--- config.mk ---
export PLATFORM = sky130hd
export DESIGN_NAME = hns_norm
export DESIGN_NICKNAME = d
export VERILOG_FILES = /design/src/rtl/hns_pkg.sv /design/src/rtl/hns_norm.sv
export SDC_FILE = /design/constraint.sdc
export NUM_CORES = 1
export LEC_CHECK = 0
export ABC_CLOCK_PERIOD_IN_PS = 9040
export BUFFER_PORTS_ARGS = -buffer_cell sky130_fd_sc_hd__clkbuf_2
export CAP_MARGIN = 20
export CORE_AREA = 8 8 232 457
export CTS_CLUSTER_DIAMETER = 120
export DETAILED_ROUTE_END_ITERATION = 6
export DIE_AREA = 0 0 240 465
export GPL_TIMING_DRIVEN = 1
export PLACE_DENSITY = 0.44
export SLEW_MARGIN = 20
export SYNTH_ARGS = -nofsm -noshare
export SYNTH_HDL_FRONTEND = slang
export SYNTH_SLANG_ARGS = --single-unit
--- constraint.sdc ---
create_clock -name clk_i -period 9.04 [get_ports clk_i]
set_clock_uncertainty 0.05 [all_clocks]
set_input_delay 1.356 -clock clk_i [delete_from_list [all_inputs] [get_ports clk_i]]
set_output_delay 1.356 -clock clk_i [all_outputs]
set_load 0.005 [all_outputs]
--- src/rtl/hns_pkg.sv ---
`timescale 1ns / 1ps
// ----------------------------------------------------------------------------
// hns_pkg
// Shared types and constants of the heightfield normal stream unit.
// ----------------------------------------------------------------------------
package hns_pkg;

  localparam logic CFG_GRID_WIDTH = 1'b0;
  localparam logic CFG_GRID_DEPTH = 1'b1;

  localparam logic REQ_SAMPLE = 1'b0;
  localparam logic REQ_DRAIN  = 1'b1;

  // vertical difference term, 2.0 in Q8.8
  localparam logic [9:0] UP_TERM = 10'd512;
  // component limit, 1.0 in Q1.14
  localparam logic [16:0] UNIT_Q14 = 17'd16384;

  typedef struct packed {
    logic signed [15:0] x;
    logic [14:0]        y;
    logic signed [15:0] z;
  } norm_res_t;

endpackage

--- src/rtl/hns_norm.sv ---
`timescale 1ns / 1ps
// ----------------------------------------------------------------------------
// hns_norm
// Multi-cycle unit normal: scale, square-sum, bitwise root, long division.
// ----------------------------------------------------------------------------
module hns_norm import hns_pkg::*; #(
  parameter int HeightBits = 16
) (
  input  logic                         clk_i,
  input  logic                         rst_ni,
  input  logic                         start_i,
  input  logic signed [HeightBits-1:0] hl_i,
  input  logic signed [HeightBits-1:0] hr_i,
  input  logic signed [HeightBits-1:0] hd_i,
  input  logic signed [HeightBits-1:0] hu_i,
  output logic                         done_o,
  output norm_res_t                    res_o
);

  localparam int DW = HeightBits + 1;
  localparam int MW = (DW > 18) ? DW : 18;

  localparam logic [2:0] N_IDLE  = 3'd0;
  localparam logic [2:0] N_SHIFT = 3'd1;
  localparam logic [2:0] N_SQ    = 3'd2;
  localparam logic [2:0] N_SQRT  = 3'd3;
  localparam logic [2:0] N_DINIT = 3'd4;
  localparam logic [2:0] N_DIV   = 3'd5;
  localparam logic [2:0] N_DONE  = 3'd6;

  logic [2:0]    state_q, state_d;
  logic [MW-1:0] ax_q, ax_d, az_q, az_d;
  logic [9:0]    ay_q, ay_d;
  logic          negx_q, negx_d, negz_q, negz_d;
  logic [1:0]    comp_q, comp_d;
  logic [4:0]    cnt_q, cnt_d;
  logic [35:0]   acc_q, acc_d;
  logic [63:0]   rad_q, rad_d;
  logic [34:0]   rem_q, rem_d;
  logic [31:0]   root_q, root_d;
  logic [31:0]   s_q, s_d;
  logic [31:0]   drem_q, drem_d;
  logic [16:0]   low_q, low_d;
  logic [16:0]   quo_q, quo_d;
  logic [14:0]   cx_q, cx_d, cy_q, cy_d, cz_q, cz_d;

  logic signed [DW-1:0] dx, dz;
  logic [DW-1:0]        adx, adz;
  logic [16:0]          sq_op, div_m;
  logic [33:0]          sq_prod;
  logic [34:0]          sr_r, sr_t;
  logic [45:0]          num;
  logic [31:0]          s_eff;
  logic [32:0]          dv_r;
  logic [16:0]          q_nx, q_cl;

  always_comb begin
    dx  = DW'(hl_i) - DW'(hr_i);
    dz  = DW'(hd_i) - DW'(hu_i);
    adx = dx[DW-1] ? DW'(-dx) : DW'(dx);
    adz = dz[DW-1] ? DW'(-dz) : DW'(dz);
  end

  always_comb begin
    case (comp_q)
      2'd0:    sq_op = ax_q[16:0];
      2'd1:    sq_op = 17'(ay_q);
      default: sq_op = az_q[16:0];
    endcase
    sq_prod = 34'(sq_op) * 34'(sq_op);
    sr_r = {rem_q[32:0], rad_q[63:62]};
    sr_t = {1'b0, root_q, 2'b01};
    s_eff = (root_q == '0) ? 32'd1 : root_q;
    case (comp_q)
      2'd0:    div_m = ax_q[16:0];
      2'd1:    div_m = 17'(ay_q);
      default: div_m = az_q[16:0];
    endcase
    num  = {1'b0, div_m, 28'd0} + 46'(s_eff >> 1);
    dv_r = {drem_q, low_q[16]};
    q_nx = (dv_r >= {1'b0, s_q}) ? {quo_q[15:0], 1'b1} : {quo_q[15:0], 1'b0};
    q_cl = (q_nx > UNIT_Q14) ? UNIT_Q14 : q_nx;
  end

  always_comb begin
    state_d = state_q;
    ax_d = ax_q; az_d = az_q; ay_d = ay_q;
    negx_d = negx_q; negz_d = negz_q;
    comp_d = comp_q; cnt_d = cnt_q; acc_d = acc_q;
    rad_d = rad_q; rem_d = rem_q; root_d = root_q;
    s_d = s_q; drem_d = drem_q; low_d = low_q; quo_d = quo_q;
    cx_d = cx_q; cy_d = cy_q; cz_d = cz_q;
    unique case (state_q)
      N_IDLE: begin
        if (start_i) begin
          ax_d    = MW'(adx);
          az_d    = MW'(adz);
          ay_d    = UP_TERM;
          negx_d  = dx[DW-1];
          negz_d  = dz[DW-1];
          state_d = N_SHIFT;
        end
      end
      N_SHIFT: begin
        if ((ax_q >> 17) != '0 || (az_q >> 17) != '0) begin
          ax_d = ax_q >> 1;
          az_d = az_q >> 1;
          ay_d = ay_q >> 1;
        end else begin
          comp_d  = 2'd0;
          acc_d   = '0;
          state_d = N_SQ;
        end
      end
      N_SQ: begin
        if (comp_q == 2'd3) begin
          rad_d   = {acc_q, 28'd0};
          rem_d   = '0;
          root_d  = '0;
          cnt_d   = 5'd31;
          state_d = N_SQRT;
        end else begin
          acc_d  = acc_q + 36'(sq_prod);
          comp_d = comp_q + 2'd1;
        end
      end
      N_SQRT: begin
        if (sr_r >= sr_t) begin
          rem_d  = sr_r - sr_t;
          root_d = {root_q[30:0], 1'b1};
        end else begin
          rem_d  = sr_r;
          root_d = {root_q[30:0], 1'b0};
        end
        rad_d = rad_q << 2;
        cnt_d = cnt_q - 5'd1;
        if (cnt_q == '0) begin
          comp_d  = 2'd0;
          state_d = N_DINIT;
        end
      end
      N_DINIT: begin
        s_d     = s_eff;
        drem_d  = 32'(num >> 17);
        low_d   = num[16:0];
        quo_d   = '0;
        cnt_d   = 5'd16;
        state_d = N_DIV;
      end
      N_DIV: begin
        drem_d = (dv_r >= {1'b0, s_q}) ? 32'(dv_r - {1'b0, s_q}) : dv_r[31:0];
        low_d  = low_q << 1;
        quo_d  = q_nx;
        cnt_d  = cnt_q - 5'd1;
        if (cnt_q == '0) begin
          case (comp_q)
            2'd0:    cx_d = q_cl[14:0];
            2'd1:    cy_d = q_cl[14:0];
            default: cz_d = q_cl[14:0];
          endcase
          if (comp_q == 2'd2) begin
            state_d = N_DONE;
          end else begin
            comp_d  = comp_q + 2'd1;
            state_d = N_DINIT;
          end
        end
      end
      N_DONE:  state_d = N_IDLE;
      default: state_d = N_IDLE;
    endcase
  end

  always_ff @(posedge clk_i or negedge rst_ni) begin
    if (!rst_ni) begin
      state_q <= N_IDLE;
    end else begin
      state_q <= state_d;
    end
  end

  always_ff @(posedge clk_i) begin
    ax_q <= ax_d; az_q <= az_d; ay_q <= ay_d;
    negx_q <= negx_d; negz_q <= negz_d;
    comp_q <= comp_d; cnt_q <= cnt_d; acc_q <= acc_d;
    rad_q <= rad_d; rem_q <= rem_d; root_q <= root_d;
    s_q <= s_d; drem_q <= drem_d; low_q <= low_d; quo_q <= quo_d;
    cx_q <= cx_d; cy_q <= cy_d; cz_q <= cz_d;
  end

  assign done_o  = (state_q == N_DONE);
  assign res_o.x = negx_q ? -$signed({1'b0, cx_q}) : $signed({1'b0, cx_q});
  assign res_o.y = cy_q;
  assign res_o.z = negz_q ? -$signed({1'b0, cz_q}) : $signed({1'b0, cz_q});

endmodule

==> flow_summary.ini, run 1 <==
[run_status]
status = completed

[clocking]
clk_pin_slew_ns = 0.06
cts_buffers = 40
cts_tree = yes
cts_hold_buf = 0
htree_num_levels = 2
clk_latency_ns = 0.61
cts_max_path_buffers = 3
postCtsSetupBuffers = 0
cts.sinks = 335
cts_resized = 0
cts_root_buf = clkbuf_16

[synth]
syn_nets = 3680
yosysUniqueCellTypes = 90
ys_seq_area_share_pct = 33.7
synth-async-reset-ratio_pct = 0.896
ys_seq_elements = 335
netlist_area_mm2 = 0.0298
synth_top_area_cell = edfxtp_1
synth-main-ff-cell = edfxtp_1
yosysWarnings = 0
syn_area_per_cell_um2 = 9.44
synth.top_cells.by_area = edfxtp_1 33%, fa_1 15%, ha_1 9.4%, inv_1 6.3%, nand2_1 4.0%
yosysTopAreaCellShare_pct = 33.4
synth_edf_count = 332
postSynthCellCount = 3160

[worst_hold_path]
hp-class = flip-flop to flip-flop

[global_routing]
grt_pass1_vias = 23600
met1_usage_pct = 19.4
met3_usage_pct = 2.10
grt_max_degree = 67
busiest_layer = met2
antenna_found_initial = 2
track_usage_pct = 15.2
grt_pass1_wl_um = 134000
grt-ovfl-total = 0
gr-usage-met2_pct = 26.3

[critical_path]
crit_path_start_kind = flip-flop
required_ns = 9.30
crit_path_max_incr_delay_ns = 0.57
arrival_ns = 8.53
crit_slowest_cell = fa_1
crit_path_max_fanout = 20
path_class = flip-flop to flip-flop
end_kind = flip-flop

[die]
die_w_um = 240
dieHeight_um = 465
initial_core_util_pct = 29.7
die-area_mm2 = 0.112
io_pins = 115
core-area_mm2 = 0.100
rows = 165

[timing]
fmax_mhz = 121
worstMarginPinSlew_ns = 1.06
fin_crit_sh_pct = 91.5
rsz0062_at_grt = no
final_max_slew_viol_count = 0
setup_tns_ns = 0
slew_headroom_pct = 29.2
hold_viol = 0
period_minus_slack_ns = 8.27
setup_viol = 0

[final_layout]
multiInputGateArea_mm2 = 0.0174
seq_area_mm2 = 0.0100
fin_util_pct = 33.1
area_delta_synth_final_pct = 11.4
fillerInstances = 10500
nNetsFinal = 3740
final_cells = 4586
final_cell_mix = 504 x inv_1, 332 x edfxtp_1, 319 x nand2_1
drive_gt1_share_pct = 8.47
layout_commonest_cell = inv_1

[detailed_routing]
vias_per_cell = 4.85
wl_per_cell_um = 18.3
drc_errors = 0
firstDrtPassIters = 7
wl_um = 84100
drtIter0Drc = 1152
dr_total_vias = 22200
ant_nets = 0

[run]
max_cap_viol_count = 0

[place]
port_buffers = 114
hpwl_um = 64500
gp_congestion = 0.832
placedCellCount = 4513
stage by stage:
stage | hold WS, ns | instance area [um2] | setup WS [ns]
2_1_floorplan | 0.434 | 29800 | 1.38
3_3_place_gp | 0.428 | 31900 | 0.790
3_5_place_dp | 0.426 | 31900 | 0.781
4_1_cts | 0.429 | 33200 | 0.736
5_1_grt | 0.454 | 33200 | 0.209
6_report | 0.432 | 33200 | 0.767
state kept, by name (all words and copies together) (netlist names), 17 cells and up:
name / count
acc_q: 36
rad_q: 36
ax_q: 17
rem_q: 33
root_q: 32
low_q: 17
az_q: 17
drem_q: 32
s_q: 32
synth_stat cells (8+ instances only):
| library cell | number |
|---|---|
| a211oi_1 | 15 |
| a21o_1 | 73 |
| a21oi_1 | 163 |
| a22o_1 | 11 |
| a22oi_1 | 11 |
| a31oi_1 | 32 |
| and2_1 | 25 |
| and3_1 | 45 |
| buf_1 | 9 |
| buf_2 | 19 |
| clkbuf_1 | 106 |
| edfxtp_1 | 332 |
| fa_1 | 228 |
| ha_1 | 225 |
| inv_1 | 504 |
| mux2_2 | 8 |
| nand2_1 | 320 |
| nand2b_1 | 18 |
| nand3_1 | 66 |
| nand4_1 | 22 |
| nor2_1 | 263 |
| nor2b_1 | 16 |
| nor3_1 | 47 |
| nor4_1 | 19 |
| o211ai_1 | 16 |
| o21a_1 | 29 |
| o21ai_0 | 143 |
| o21ai_1 | 9 |
| o21bai_1 | 8 |
| o31a_1 | 11 |
| o31ai_1 | 44 |
| o41ai_1 | 9 |
| or2_2 | 9 |
| or3_1 | 12 |
| or4_1 | 10 |
| xnor2_1 | 113 |
| xor2_1 | 58 |
area by class of cell:
class	count	share of cell area (%)
Timing Repair Buffer	161	2.84
Sequential cell	335	30.3
Tap cell	1336	5.03
Clock inverter	24	0.659
Multi-Input combinational cell	2174	52.3
Clock buffer	43	3.11
Antenna cell	5	0.0377
Inverter	508	5.74
critical path: cells and delay by family (launching register included):
family	cells	cell delay, ns
simple gates	4	0.67
flops	1	0.39
compound gates	8	1.86
fa+ha+maj	8	3.80
buf+inv	8	1.22
worst paths after layout:
check | from | endpoint | slack [ns] | cells after the start
min in group asynchronous | rst_ni | state_q[0]$_DFFE_PN0P_ | 0.56 | 1
min | root_q[15]$_SDFFCE_PN0P_ | s_q[15]$_DFFE_PN_ | 0.43 | 0
max reg2reg | comp_q[0]$_SDFFCE_PN0P_ | acc_q[35]$_SDFFCE_PN0P_ | 0.77 | 28
max in group asynchronous | rst_ni | state_q[1]$_DFFE_PN0P_ | 8.21 | 1
min reg2reg | root_q[15]$_SDFFCE_PN0P_ | s_q[15]$_DFFE_PN_ | 0.43 | 0
max | comp_q[0]$_SDFFCE_PN0P_ | acc_q[35]$_SDFFCE_PN0P_ | 0.77 | 28
metal layers:
| layer | share of wire, % | vias to the layer above | wire length, um |
|---|---|---|---|
| li1 | - | 10800 | - |
| met1 | 45 | 10900 | 37600 |
| met2 | 49 | 389 | 40800 |
| met3 | 3.6 | 105 | 3060 |
| met4 | 3.1 | 2 | 2580 |
| met5 | 0.015 | - | 13 |
cells by family (layout without fill, tap and decap cells):
logic type	Yosys count	count (layout)	synth area share, %
compound gates	644	644	14.1
xor+xnor	171	171	5.02
fa+ha+maj	453	453	24.8
buf+inv	651	736	8.42
flops	335	335	33.7
mux	11	11	0.403
other cells	0	5	0
simple gates	895	895	13.7
Power of run 1 is not shown: default switching activity piles up to over one toggle a cycle in this logic, so the estimate is an artifact.
==> inputs of run 2 (changes only) <==
--- a/config.mk
+++ b/config.mk
@@ -8,12 +8,14 @@
 export ABC_CLOCK_PERIOD_IN_PS = 9040
 export BUFFER_PORTS_ARGS = -buffer_cell sky130_fd_sc_hd__clkbuf_2
 export CAP_MARGIN = 20
+export CELL_PAD_IN_SITES_DETAIL_PLACEMENT = 1
+export CELL_PAD_IN_SITES_GLOBAL_PLACEMENT = 1
 export CORE_AREA = 8 8 232 457
 export CTS_CLUSTER_DIAMETER = 120
 export DETAILED_ROUTE_END_ITERATION = 6
 export DIE_AREA = 0 0 240 465
 export GPL_TIMING_DRIVEN = 1
-export PLACE_DENSITY = 0.44
+export PLACE_DENSITY = 0.53
 export SLEW_MARGIN = 20
 export SYNTH_ARGS = -nofsm -noshare
 export SYNTH_HDL_FRONTEND = slang
==> run 2 against run 1 <==
First-iteration DRC count down 15%. Final area up 0.14%. Global-route usage up 1.0 points. Utilization about the same.
==> flow_summary.ini, run 2 (synthesized netlist as in run 1, its figures left out) <==
[detailed_routing]
wl_met3_um = 2560
routed.top_layer = met4
dr_total_vias = 22500
wl_met2_um = 44400
wl_met1_um = 40500
wl_um = 89500
ant_nets = 0
wl_per_cell_um = 19.5
drc_errors = 0
firstDrtPassIters = 5
drtIter0Drc = 980
vias_per_cell = 4.90

[final_layout]
reg_top3 = acc_q (36), rad_q (36), rem_q (33)
drive_gt1_share_pct = 8.46
layout_commonest_cell = inv_1
fillerInstances = 11800
nNetsFinal = 3739
seq_area_mm2 = 0.0100
multiInputGateArea_mm2 = 0.0174
area_delta_synth_final_pct = 11.5
final_cell_mix = 504 x inv_1, 332 x edfxtp_1, 319 x nand2_1

[critical_path]
reg2reg_depth = 26
required_ns = 9.33
timing.rr.end = acc_q[33]$_SDFFCE_PN0P_
reg2reg_from = comp_q[0]$_SDFFCE_PN0P_
crit_path_start_kind = flip-flop
crit_path_max_fanout = 20
worstSetupStartpoint = comp_q[0]$_SDFFCE_PN0P_
arrival_ns = 8.66
end_kind = flip-flop
crit_buf_inv = 8
crit_path_max_incr_delay_ns = 0.67
worst_path_most_repeated_cell = inv_1
path_class = flip-flop to flip-flop
crit_family = adder cells
reg2reg_slack_ns = 0.67
crit_slowest_cell = o21ai_1
crit_cells = 26

[clocking]
cts_root_buf = clkbuf_16
cts_max_path_buffers = 3
cts.sinks = 335
cts_resized = 0
clk_latency_ns = 0.62
htree_num_levels = 2
cts_tree = yes
clk_pin_slew_ns = 0.06
cts_buffers = 39
cts_hold_buf = 0
postCtsSetupBuffers = 0

[die]
initial_core_util_pct = 29.7
die-area_mm2 = 0.112
io_pins = 115
core-area_mm2 = 0.100
rows = 165
die_w_um = 240
dieHeight_um = 465

[timing]
fin_crit_sh_pct = 92.6
final_max_slew_viol_count = 0
fmax_mhz = 119
period_minus_slack_ns = 8.37
setup_viol = 0
slew_headroom_pct = 31.1
hold_viol = 0
setup_tns_ns = 0
rsz0062_at_grt = no
worstMarginPinSlew_ns = 1.03

[place]
port_buffers = 114
gp_congestion = 0.814
hpwl_um = 70700

[run]
max_cap_viol_count = 0

[global_routing]
grt_pass1_vias = 25000
grt_pass1_wl_um = 143000
antenna_found_initial = 1
track_usage_pct = 16.3
grt-ovfl-total = 0
grt_max_degree = 79

[worst_hold_path]
hp-start = root_q[6]$_SDFFCE_PN0P_
hp-class = flip-flop to flip-flop
min_path_cells = 0
hold_end = s_q[6]$_DFFE_PN_

[run_status]
status = completed
==> run 2: worst max path at each step <==
stage          slack [ns]                       to
2_1_floorplan        1.38  acc_q[35]$_SDFFCE_PN0P_
3_3_place_gp         0.73  acc_q[35]$_SDFFCE_PN0P_
3_5_place_dp         0.68  acc_q[33]$_SDFFCE_PN0P_
4_1_cts              0.63  acc_q[33]$_SDFFCE_PN0P_
5_1_grt               0.1  acc_q[33]$_SDFFCE_PN0P_
6_report             0.67  acc_q[33]$_SDFFCE_PN0P_
==> run 2: metal layers <==
metal / global-route usage (%) / vias to the layer above
li1: - / 10800
met1: 20.9 / 11300
met2: 28.6 / 290
met3: 2.12 / 87
met4: 3.97 / 0
met5: 0 / -
==> run 2: worst reg2reg max path, cell delays in order, from the launching register on <==
cell and delay, ns:
edfxtp_1 0.41, inv_1 0.08, ha_1 0.22, buf_4 0.21, inv_1 0.18, nand2_1 0.07, o21ai_1 0.67, inv_1 0.53
nor2_1 0.33, fa_1 0.49, fa_1 0.50, inv_1 0.06, fa_1 0.55, inv_1 0.06, fa_1 0.50, fa_1 0.55
inv_1 0.06, fa_1 0.52, inv_1 0.04, ha_1 0.25, a2111oi_0 0.46, o21ai_0 0.24, or3_1 0.37, o211ai_1 0.35
a21oi_1 0.14, xnor2_1 0.16, nor2_1 0.05
==> run 2: final cells by class <==
| type | count | area share (%) |
|---|---|---|
| multi-input combinational | 2174 | 52.2 |
| sequential | 335 | 30.2 |
| inverter | 508 | 5.74 |
| tap | 1336 | 5.03 |
| clock buffer | 46 | 3.01 |
| timing repair buffer | 161 | 2.78 |
| clock inverter | 26 | 0.978 |
| antenna | 1 | 0.00753 |
==> run 2: through the flow <==
stage	area, um2	cells	hold WS, ns	util, %	worst slack (ns)
final	33200	4587	0.425	33.1	0.671
after global routing	33200	4586	0.438	33.1	0.0995
after CTS	33200	4586	0.422	33.1	0.632
after floorplan	29800	3160	0.434	-	1.38
after global placement	31900	4514	0.427	31.8	0.732
after detailed placement	31900	4514	0.419	31.8	0.682
Power of run 2 is left out for the same reason.
==> inputs of run 3 (changes only) <==
--- a/config.mk
+++ b/config.mk
@@ -5,7 +5,7 @@
 export SDC_FILE = /design/constraint.sdc
 export NUM_CORES = 1
 export LEC_CHECK = 0
-export ABC_CLOCK_PERIOD_IN_PS = 9040
+export ABC_CLOCK_PERIOD_IN_PS = 8100
 export BUFFER_PORTS_ARGS = -buffer_cell sky130_fd_sc_hd__clkbuf_2
 export CAP_MARGIN = 20
 export CELL_PAD_IN_SITES_DETAIL_PLACEMENT = 1
@@ -16,7 +16,6 @@
 export DIE_AREA = 0 0 240 465
 export GPL_TIMING_DRIVEN = 1
 export PLACE_DENSITY = 0.53
-export SLEW_MARGIN = 20
 export SYNTH_ARGS = -nofsm -noshare
 export SYNTH_HDL_FRONTEND = slang
 export SYNTH_SLANG_ARGS = --single-unit
==> constraint.sdc (replaced) <==
create_clock -name clk_i -period 8.1 [get_ports clk_i]
set_clock_uncertainty 0.05 [all_clocks]
set_input_delay 1.215 -clock clk_i [delete_from_list [all_inputs] [get_ports clk_i]]
set_output_delay 1.215 -clock clk_i [all_outputs]
set_load 0.005 [all_outputs]
==> run 3 against run 2 <==
Critical path depth grew 1. Utilization grew 0.17 points. Global-route usage shrank 0.076 points. Final area grew 0.50%. Via count grew 0.23%. Die area is the same. Routed wire length shrank 0.19%. Sequential share of layout area shrank 0.15 points.
==> flow_summary.ini, run 3 (synthesized netlist as in run 1, its figures left out) <==
[run_status]
status = completed

[clocking]
cts_hold_buf = 0
cts_tree = yes
clk_pin_slew_ns = 0.07
cts_max_path_buffers = 3
htree_num_levels = 2
clk_latency_ns = 0.60
cts_buffers = 39
cts.sinks = 335
cts_root_buf = clkbuf_16

[detailed_routing]
ant_nets = 0
firstDrtPassIters = 5
wl_per_cell_um = 19.4
drc_errors = 0
vias_per_cell = 4.89
drtIter0Drc = 1092
dr_total_vias = 22500
wl_um = 89300

[timing]
slew_headroom_pct = 29.9
setup_slack_ns = 0.355
setup_tns_ns = 0
fmax_mhz = 129
worstMarginPinSlew_ns = 1.05
hold_viol = 0
final_max_slew_viol_count = 0
period_minus_slack_ns = 7.74
fin_crit_sh_pct = 95.6
setup_viol = 0
rsz0062_at_grt = no
whs_ns = 0.407

[global_routing]
track_usage_pct = 16.2
grt_pass1_wl_um = 143000
grt_max_degree = 79
antenna_found_initial = 1
grt-ovfl-total = 0
grt_pass1_vias = 24900

[run]
max_cap_viol_count = 0

[final_layout]
fin_util_pct = 33.3
reg_top3 = acc_q (36), rad_q (36), rem_q (33)
fillerInstances = 11600
area_delta_synth_final_pct = 12.1
drive_gt1_share_pct = 9.27
nNetsFinal = 3758
final_cell_mix = 504 x inv_1, 332 x edfxtp_1, 319 x nand2_1
layout_commonest_cell = inv_1

[critical_path]
end_kind = flip-flop
crit_path_start_kind = flip-flop
crit_path_max_incr_delay_ns = 0.54
path_class = flip-flop to flip-flop
crit_path_max_fanout = 20
worst_path_most_repeated_cell = inv_1
reg2reg_depth = 27
arrival_ns = 8.13
required_ns = 8.49
crit_slowest_cell = fa_1

[die]
io_pins = 115
initial_core_util_pct = 29.7
dieHeight_um = 465
die_w_um = 240
core-area_mm2 = 0.100
rows = 165
die-area_mm2 = 0.112

[worst_hold_path]
hp-class = input port to asynchronous set/reset pin

[place]
port_buffers = 114
pre_cts_ws_ns = 0.134
hpwl_um = 71100
gp_congestion = 0.853
[run 3: cell types whose count changed in the layout (fill, tap and decap cells not counted), sizes merged]
cell / change
buf: +19
clkbuf: -4
clkinv: +4
clkinvlp: +2
inv: -2
[run 3: area by class of cell]
type | instances | area [um2] | share of cell area [%]
inverter | 508 | 1910 | 5.71
timing repair buffer | 180 | 1070 | 3.19
tap | 1336 | 1670 | 5.00
antenna | 1 | 2.50 | 0.00749
multi-input combinational | 2174 | 17400 | 52.1
clock inverter | 30 | 335 | 1.00
sequential | 335 | 10000 | 30.1
clock buffer | 42 | 987 | 2.95
[run 3: final timing paths]
check                                              from                       to  slack, ns
worst max-delay path            comp_q[0]$_SDFFCE_PN0P_  acc_q[35]$_SDFFCE_PN0P_       0.36
worst min-delay path                             rst_ni   state_q[1]$_DFFE_PN0P_       0.41
worst max register to register  comp_q[0]$_SDFFCE_PN0P_  acc_q[35]$_SDFFCE_PN0P_       0.36
worst min register to register  root_q[8]$_SDFFCE_PN0P_         s_q[8]$_DFFE_PN_       0.41
max in group asynchronous                        rst_ni   state_q[0]$_DFFE_PN0P_       7.42
min in group clk_i              root_q[8]$_SDFFCE_PN0P_         s_q[8]$_DFFE_PN_       0.41
[run 3: metal layers]
| metal | track usage, % | share of wire [%] |
|---|---|---|
| met1 | 20.5 | 44 |
| met2 | 28.7 | 50 |
| met3 | 2.24 | 3.4 |
| met4 | 4.05 | 2.3 |
| met5 | 0 | 0 |
[run 3: critical path: cells and delay by family (launching register included)]
family / cells / cell delay (ns)
DFF: 1 / 0.40
and+or+nand+nor: 4 / 1.09
buffers and inverters: 9 / 1.03
AOI/OAI and AO/OA: 6 / 1.43
adders and majority gates: 8 / 3.57
[run 3: through the flow]
step / instances / instance area [um2]
final: 4606 / 33400
after global placement: 4532 / 32100
after global routing: 4605 / 33400
after detailed placement: 4532 / 32100
after floorplan: 3160 / 29800
after CTS: 4604 / 33400
[run 3: repair_timing]
item | CTS | global route
hold endpoints to repair | 0 | 0
resized for setup | 0 | 9
buffers inserted | 0 | 1
setup endpoints to repair | 0 | 10
Power of run 3 is left out for the same reason.
